==> src/rtl/alc_pkg.sv <==
// Shared constants and types for the array list engine.
package alc_pkg;

    localparam int LIST_DEPTH = 32;
    localparam int IDX_W      = $clog2(LIST_DEPTH);
    localparam int CNT_W      = $clog2(LIST_DEPTH + 1);
    localparam int DATA_W     = 32;

    localparam logic [2:0] OP_CLEAR  = 3'd0;
    localparam logic [2:0] OP_INSERT = 3'd1;
    localparam logic [2:0] OP_DELETE = 3'd2;
    localparam logic [2:0] OP_SEARCH = 3'd3;
    localparam logic [2:0] OP_READ   = 3'd4;

    localparam logic [2:0] ST_OK        = 3'd0;
    localparam logic [2:0] ST_BAD_POS   = 3'd1;
    localparam logic [2:0] ST_EMPTY     = 3'd2;
    localparam logic [2:0] ST_FULL      = 3'd3;
    localparam logic [2:0] ST_NOT_FOUND = 3'd4;

    typedef enum logic [1:0] {
        SEL_HOLD,
        SEL_LOWER,
        SEL_UPPER,
        SEL_LOAD
    } cell_sel_t;

    typedef enum logic {
        S_IDLE,
        S_SCAN
    } state_t;

endpackage

==> src/rtl/alc_cell.sv <==
// One list entry: holds its value or takes it from a neighbour or the input.
module alc_cell
    import alc_pkg::*;
(
    input  logic              clk,
    input  cell_sel_t         sel,
    input  logic [DATA_W-1:0] lower,
    input  logic [DATA_W-1:0] upper,
    input  logic [DATA_W-1:0] load_value,
    output logic [DATA_W-1:0] value
);

    logic [DATA_W-1:0] value_reg;
    logic [DATA_W-1:0] value_next;

    always_comb
    begin
        unique case (sel)
            SEL_LOWER: value_next = lower;
            SEL_UPPER: value_next = upper;
            SEL_LOAD:  value_next = load_value;
            default:   value_next = value_reg;
        endcase
    end

    always_ff @(posedge clk)
    begin
        value_reg <= value_next;
    end

    assign value = value_reg;

endmodule

==> src/rtl/array_list_engine_top.sv <==
// Top level of the array list engine: command decode, scan sequencer and cell chain.
//
// A transfer happens when start is high and busy is low. Clear, insert, delete,
// unknown operations and reads that fail their checks need no scan: the
// result appears with done the cycle after the transfer and busy stays low, so
// such commands may be issued every cycle. Search and a valid read rotate the
// whole chain of LIST_DEPTH cells once, watching the head cell as it goes; busy
// is high for the whole rotation and the result follows with done in the next
// cycle. done is a single-cycle strobe and cannot be held off: the receiver
// must take status, found_position, read_value and entry_count in that cycle.
module array_list_engine_top
    import alc_pkg::*;
(
    input  logic               clk,
    input  logic               rst_n,
    input  logic               start,
    input  logic [2:0]         op,
    input  logic [5:0]         position,
    input  logic signed [31:0] item_value,
    output logic               busy,
    output logic               done,
    output logic [2:0]         status,
    output logic [4:0]         found_position,
    output logic signed [31:0] read_value,
    output logic [5:0]         entry_count
);

    state_t            state_reg, state_next;
    logic [CNT_W-1:0]  count_reg, count_next;
    logic              done_reg, done_next;

    logic [IDX_W-1:0]  step_reg, step_next;
    logic [IDX_W-1:0]  pos_reg, pos_next;
    logic [DATA_W-1:0] key_reg, key_next;
    logic              is_read_reg, is_read_next;
    logic              found_reg, found_next;
    logic [IDX_W-1:0]  found_pos_reg, found_pos_next;
    logic [DATA_W-1:0] rd_reg, rd_next;

    logic [2:0]        status_reg, status_next;
    logic [IDX_W-1:0]  found_position_reg, found_position_next;
    logic [DATA_W-1:0] read_value_reg, read_value_next;
    logic [CNT_W-1:0]  entry_count_reg, entry_count_next;

    cell_sel_t         cell_sel   [LIST_DEPTH];
    logic [DATA_W-1:0] cell_value [LIST_DEPTH];

    logic              accept;
    logic [31:0]       pos_w;
    logic [31:0]       cnt_w;
    logic              list_empty;
    logic              insert_ok;
    logic              delete_ok;
    logic              read_ok;
    logic              last_step;
    logic              hit;
    logic [DATA_W-1:0] head;

    // ---------------------------------------------------------------- decode
    assign accept     = start && (state_reg == S_IDLE);
    assign pos_w      = 32'(position);
    assign cnt_w      = 32'(count_reg);
    assign list_empty = (count_reg == '0);
    assign insert_ok  = (pos_w <= cnt_w) && (cnt_w < 32'(LIST_DEPTH));
    assign delete_ok  = !list_empty && (pos_w < cnt_w);
    assign read_ok    = delete_ok;

    // Entry number step sits in cell 0 during a scan
    assign head      = cell_value[0];
    assign last_step = (step_reg == IDX_W'(LIST_DEPTH - 1));
    assign hit       = (head == key_reg) && (32'(step_reg) < cnt_w) && !found_reg;

    // ------------------------------------------------------------ cell chain
    for (genvar g = 0; g < LIST_DEPTH; g++)
    begin : g_cell
        logic [DATA_W-1:0] lower_value;

        if (g == 0)
        begin : g_head
            assign lower_value = '0;
        end
        else
        begin : g_body
            assign lower_value = cell_value[g-1];
        end

        alc_cell u_cell (
            .clk        (clk),
            .sel        (cell_sel[g]),
            .lower      (lower_value),
            .upper      (cell_value[(g + 1) % LIST_DEPTH]),
            .load_value (item_value),
            .value      (cell_value[g])
        );
    end

    // ------------------------------------------------------------ next state
    always_comb
    begin
        state_next = state_reg;
        unique case (state_reg)
            S_IDLE:
            begin
                if (accept && ((op == OP_SEARCH) || ((op == OP_READ) && read_ok)))
                begin
                    state_next = S_SCAN;
                end
            end
            S_SCAN:
            begin
                if (last_step)
                begin
                    state_next = S_IDLE;
                end
            end
            default: state_next = S_IDLE;
        endcase
    end

    // --------------------------------------------------------------- outputs
    always_comb
    begin
        busy = (state_reg == S_SCAN);
        for (int i = 0; i < LIST_DEPTH; i++)
        begin
            cell_sel[i] = SEL_HOLD;
            if (state_reg == S_SCAN)
            begin
                cell_sel[i] = SEL_UPPER;
            end
            else if (accept && (op == OP_INSERT) && insert_ok)
            begin
                if (32'(i) == pos_w)
                begin
                    cell_sel[i] = SEL_LOAD;
                end
                else if (32'(i) > pos_w)
                begin
                    cell_sel[i] = SEL_LOWER;
                end
            end
            else if (accept && (op == OP_DELETE) && delete_ok)
            begin
                if (32'(i) >= pos_w)
                begin
                    cell_sel[i] = SEL_UPPER;
                end
            end
        end
    end

    // -------------------------------------------------------------- datapath
    always_comb
    begin
        count_next          = count_reg;
        done_next           = 1'b0;
        step_next           = step_reg;
        pos_next            = pos_reg;
        key_next            = key_reg;
        is_read_next        = is_read_reg;
        found_next          = found_reg;
        found_pos_next      = found_pos_reg;
        rd_next             = rd_reg;
        status_next         = status_reg;
        found_position_next = found_position_reg;
        read_value_next     = read_value_reg;
        entry_count_next    = entry_count_reg;

        if (accept)
        begin
            found_position_next = '0;
            read_value_next     = '0;
            status_next         = ST_OK;
            entry_count_next    = count_reg;
            unique case (op)
                OP_CLEAR:
                begin
                    count_next       = '0;
                    entry_count_next = '0;
                    done_next        = 1'b1;
                end
                OP_INSERT:
                begin
                    done_next = 1'b1;
                    if (pos_w > cnt_w)
                    begin
                        status_next = ST_BAD_POS;
                    end
                    else if (!insert_ok)
                    begin
                        status_next = ST_FULL;
                    end
                    else
                    begin
                        count_next       = count_reg + CNT_W'(1);
                        entry_count_next = count_reg + CNT_W'(1);
                    end
                end
                OP_DELETE:
                begin
                    done_next = 1'b1;
                    if (list_empty)
                    begin
                        status_next = ST_EMPTY;
                    end
                    else if (!delete_ok)
                    begin
                        status_next = ST_BAD_POS;
                    end
                    else
                    begin
                        count_next       = count_reg - CNT_W'(1);
                        entry_count_next = count_reg - CNT_W'(1);
                    end
                end
                OP_SEARCH:
                begin
                    key_next     = item_value;
                    is_read_next = 1'b0;
                    found_next   = 1'b0;
                    step_next    = '0;
                end
                OP_READ:
                begin
                    if (list_empty)
                    begin
                        status_next = ST_EMPTY;
                        done_next   = 1'b1;
                    end
                    else if (!read_ok)
                    begin
                        status_next = ST_BAD_POS;
                        done_next   = 1'b1;
                    end
                    else
                    begin
                        pos_next     = IDX_W'(position);
                        is_read_next = 1'b1;
                        found_next   = 1'b0;
                        step_next    = '0;
                    end
                end
                default:
                begin
                    done_next = 1'b1;
                end
            endcase
        end
        else if (state_reg == S_SCAN)
        begin
            step_next = step_reg + IDX_W'(1);
            if (hit)
            begin
                found_next     = 1'b1;
                found_pos_next = step_reg;
            end
            if (is_read_reg && (step_reg == pos_reg))
            begin
                rd_next = head;
            end
            if (last_step)
            begin
                done_next           = 1'b1;
                entry_count_next    = count_reg;
                found_position_next = '0;
                read_value_next     = '0;
                status_next         = ST_OK;
                if (is_read_reg)
                begin
                    read_value_next = (step_reg == pos_reg) ? head : rd_reg;
                end
                else if (hit)
                begin
                    found_position_next = step_reg;
                end
                else if (found_reg)
                begin
                    found_position_next = found_pos_reg;
                end
                else
                begin
                    status_next = ST_NOT_FOUND;
                end
            end
        end
    end

    // ------------------------------------------------------------- registers
    always_ff @(posedge clk or negedge rst_n)
    begin
        if (!rst_n)
        begin
            state_reg <= S_IDLE;
            count_reg <= '0;
            done_reg  <= 1'b0;
        end
        else
        begin
            state_reg <= state_next;
            count_reg <= count_next;
            done_reg  <= done_next;
        end
    end

    always_ff @(posedge clk)
    begin
        step_reg           <= step_next;
        pos_reg            <= pos_next;
        key_reg            <= key_next;
        is_read_reg        <= is_read_next;
        found_reg          <= found_next;
        found_pos_reg      <= found_pos_next;
        rd_reg             <= rd_next;
        status_reg         <= status_next;
        found_position_reg <= found_position_next;
        read_value_reg     <= read_value_next;
        entry_count_reg    <= entry_count_next;
    end

    assign done           = done_reg;
    assign status         = status_reg;
    assign found_position = 5'(found_position_reg);
    assign read_value     = read_value_reg;
    assign entry_count    = 6'(entry_count_reg);

endmodule
==> config.mk <==
export PLATFORM = sky130hd
export DESIGN_NAME = array_list_engine_top
export DESIGN_NICKNAME = d
export VERILOG_FILES = /design/src/rtl/alc_pkg.sv /design/src/rtl/alc_cell.sv /design/src/rtl/array_list_engine_top.sv
export SDC_FILE = /design/constraint.sdc
export NUM_CORES = 2
export LEC_CHECK = 0
export ABC_AREA = 1
export BUFFER_PORTS_ARGS = -buffer_cell sky130_fd_sc_hd__buf_2
export CORE_UTILIZATION = 55
export DETAILED_ROUTE_END_ITERATION = 12
export PLACE_DENSITY = 0.76
export RECOVER_POWER = 25
export SETUP_SLACK_MARGIN = 0.02
export SLEW_MARGIN = 20
export SYNTH_ARGS = -nofsm -noshare
export SYNTH_HDL_FRONTEND = slang
export SYNTH_SLANG_ARGS = --single-unit
==> constraint.sdc <==
create_clock -name clk -period 7.2 [get_ports clk]
set_clock_uncertainty 0.15 [all_clocks]
set_input_delay 0.36 -clock clk [delete_from_list [all_inputs] [get_ports clk]]
set_output_delay 0.36 -clock clk [all_outputs]
set_load 0.02 [all_outputs]
==> impl_metrics.env <==
export IMPL_p_sw_share_pct=39.1
export IMPL_post_cts_setup_buffer_count=0
export IMPL_critPathSlowestCell="inv_1"
export IMPL_fillers=9468
export IMPL_critPathKind="register to register"
export IMPL_max_freq_mhz=158
export IMPL_finalCritPeriodShare_pct=87.7
export IMPL_vias=54278
export IMPL_cpPeakStageDelay_ns=0.85
export IMPL_synth_distinct_cells=36
export IMPL_period_minus_slack_ns=6.31
export IMPL_clockPowerShare_pct=20.1
export IMPL_cts_made_buffers=121
export IMPL_power_frac_seq_pct=48.2
export IMPL_path_max_fanout=126
export IMPL_start_kind="register"
export IMPL_ios=92
export IMPL_clk_latency_ns=0.74
export IMPL_htree_levels=3
export IMPL_yosys_area_share_simple_pct=35.3
export IMPL_grt_first_pass_wirelength_mm=299
export IMPL_p_per_area_nw_per_um2=484
export IMPL_switchingPower_w=0.0125
export IMPL_drc_errors=0
export IMPL_yosysWarnings=0
export IMPL_port_buffer_count=91
export IMPL_grt_pass1_vias=50908
export IMPL_drv_slew=1397
export IMPL_antenna_found_initial=8
export IMPL_synthCells=7193
export IMPL_finalSetupViolCount=0
export IMPL_tightest_slew_ns=3.30
export IMPL_routed_wl_mm=198
export IMPL_status="finished with violations"
export IMPL_syn_nets=7251
export IMPL_place_congestion=0.918
export IMPL_internal_power_w=0.0195
export IMPL_dp_hpwl_mm=128
export IMPL_ys_seq_area_share_pct=56.0
export IMPL_violations="capacitance limit, slew limit"
export IMPL_start_util_pct=55.5
export IMPL_synth_mux_area_share_pct=0
export IMPL_hold_viol_final=0
export IMPL_die_x_um=336
export IMPL_synth_top_family_by_area="simple AND/OR/NAND/NOR gates"
export IMPL_fin_ws_ns=0.888
export IMPL_synth_avg_cell_area_um2=8.54
export IMPL_maxCapViolCount=40
export IMPL_required_ns=7.41
export IMPL_ys_seq_elements=1159
export IMPL_synth_fa_ha_area_share_pct=0.285
export IMPL_wl_per_cell_um=23.2
export IMPL_crit_chain="inv_8 > nand2_1 > clkbuf_1 > inv_1 > nand3_1 > nor2_1 > nor2_4 > buf_4 > inv_1 > nor2_4 > clkbuf_1 > o21ai_2 > buf_4"
export IMPL_rsz0062_at_grt="no"
export IMPL_rows=122
export IMPL_worst_hold_path_type="input port to register"
export IMPL_core_um2=111000
export IMPL_cts_root_buf="clkbuf_16"
export IMPL_crit_arrival_ns=6.53
export IMPL_combPwrFrac_pct=31.7
export IMPL_vias_per_cell=6.37
export IMPL_synthXorXnorAreaFrac_pct=0.342
export IMPL_drive_gt1_share_pct=5.46
export IMPL_synth_compound_area_share_pct=1.37
export IMPL_timing_hold_ws_ns=0.133
export IMPL_fin_setup_tns_ns=0
export IMPL_netlist_area_um2=61400
export IMPL_largest_reg_flops=1024
export IMPL_final_nets=6988
export IMPL_peakVddDrop_mv=0.263
export IMPL_maxSlewHeadroom_pct=-120
export IMPL_critPathCaptureType="register"
export IMPL_clkTransAtPathRegs_ns=0.06
export IMPL_first_iter_violations=8653
export IMPL_first_pass_iters=7
export IMPL_grt_max_degree=182
export IMPL_grt_overflow=0
export IMPL_grt_use_total_pct=34.1
export IMPL_syn_to_final_growth_pct=7.82
export IMPL_die_area_um2=113000
export IMPL_final_antenna_net_count=0
export IMPL_dieHeight_um=336
export IMPL_p_leak_nw=27.3
export IMPL_place_ws_ns=1.38
export IMPL_cts_sinks=1159
export IMPL_cts_tree="done"
export IMPL_cts_buffer_depth=3
## stage by stage
step                util [%]  total power (W)  cells  cell area, um2
global route            59.8           0.0336   8520           66200
finish                  59.8           0.0320   8523           66200
floorplan                  -           0.0215   7193           61400
detailed placement      56.2           0.0253   8286           62200
CTS                     60.0           0.0318   8519           66400
global placement        56.2           0.0250   8285           62200
## layout by cell type (no fill, tap or decap), types with 37 or more instances in the layout
cell       count
nand4_1      284
nand2_1     2220
edfxtp_1    1114
nor2_1       104
dfxtp_1       37
clkbuf_16    129
buf_4        103
clkbuf_1     114
nand3_1     2151
inv_1        382
o21ai_0      125
## cells by family (layout without fill, tap and decap cells)
logic type,Yosys count,after routing
fa+ha+maj,14,14
simple gates,4826,4826
other cells,0,4
flops,1159,1159
buf+inv,1014,852
xor+xnor,24,24
compound gates,156,156
## critical path, delay by kind of cell, from the launching register on
| family | cells | cell delay [ns] |
|---|---|---|
| flops | 1 | 0.49 |
| buf+inv | 7 | 3.65 |
| simple gates | 5 | 1.37 |
| compound gates | 1 | 0.15 |
## power by group through the flow
stage	Sequential (W)	Combinational (W)	Clock [W]
after floorplan	0.0141	0.00741	0
after global placement	0.0155	0.00955	0
after detailed placement	0.0154	0.00991	0
after CTS	0.0153	0.00999	0.00643
after global routing	0.0156	0.0113	0.00666
final	0.0155	0.0102	0.00643
## timing repair
action,CTS,global route
endpoints found under the hold margin,14,0
gates resized for setup,0,0
hold buffers,9,0
## cells in the mapped netlist, drive strengths merged
cell type / instances / area, um2
o2111ai: 1 / 8.76
buf: 261 / 1260
dfrtp: 8 / 200
nand4: 284 / 1780
nand3: 2154 / 10800
xnor2: 6 / 52.6
a21oi: 14 / 92.6
xor2: 18 / 158
edfxtp: 1114 / 33500
inv: 400 / 1500
a31oi: 1 / 6.26
ha: 14 / 175
nor3b: 1 / 7.51
nor3: 20 / 135
nand2: 2241 / 8420
o21ai: 132 / 676
o22ai: 3 / 18.8
o32ai: 1 / 8.76
o211ai: 4 / 30.0
dfxtp: 37 / 741
clkbuf: 349 / 1310
nor2: 126 / 553
clkinv: 4 / 15.0
## final timing paths
path,from,slack [ns],cells after the start,end
max in group asynchronous,rst_n,5.60,3,count_reg[2]
min in group asynchronous,rst_n,0.81,3,count_reg[1]
hold / removal,start,0.13,3,step_reg[0]
hold reg to reg,found_position[0],0.30,2,found_position[0]
setup reg to reg,busy,0.89,13,g_cell[11].u_cell.value[16]
setup / recovery,busy,0.89,13,g_cell[11].u_cell.value[16]
## layout make-up
class | instances | area, um2 | area share (%)
clock buffers | 161 | 3490 | 5.27
inverters | 404 | 1520 | 2.30
well taps | 1488 | 1860 | 2.81
repair buffers | 224 | 1330 | 2.01
flip-flops and latches | 1159 | 34400 | 51.9
multi-input cells | 5020 | 23100 | 34.8
diodes | 4 | 10.0 | 0.0151
clock inverters | 63 | 554 | 0.837
## metal layers
metal  global-route usage, %  up-vias  routed length (um)
li1                        -    24292                   -
met1                    46.0    25495               73200
met2                    53.6     3854               90900
met3                    6.94      631               24300
met4                    14.4        6                9310
met5                       0        -                  43
(Power assumes the default switching activity.)
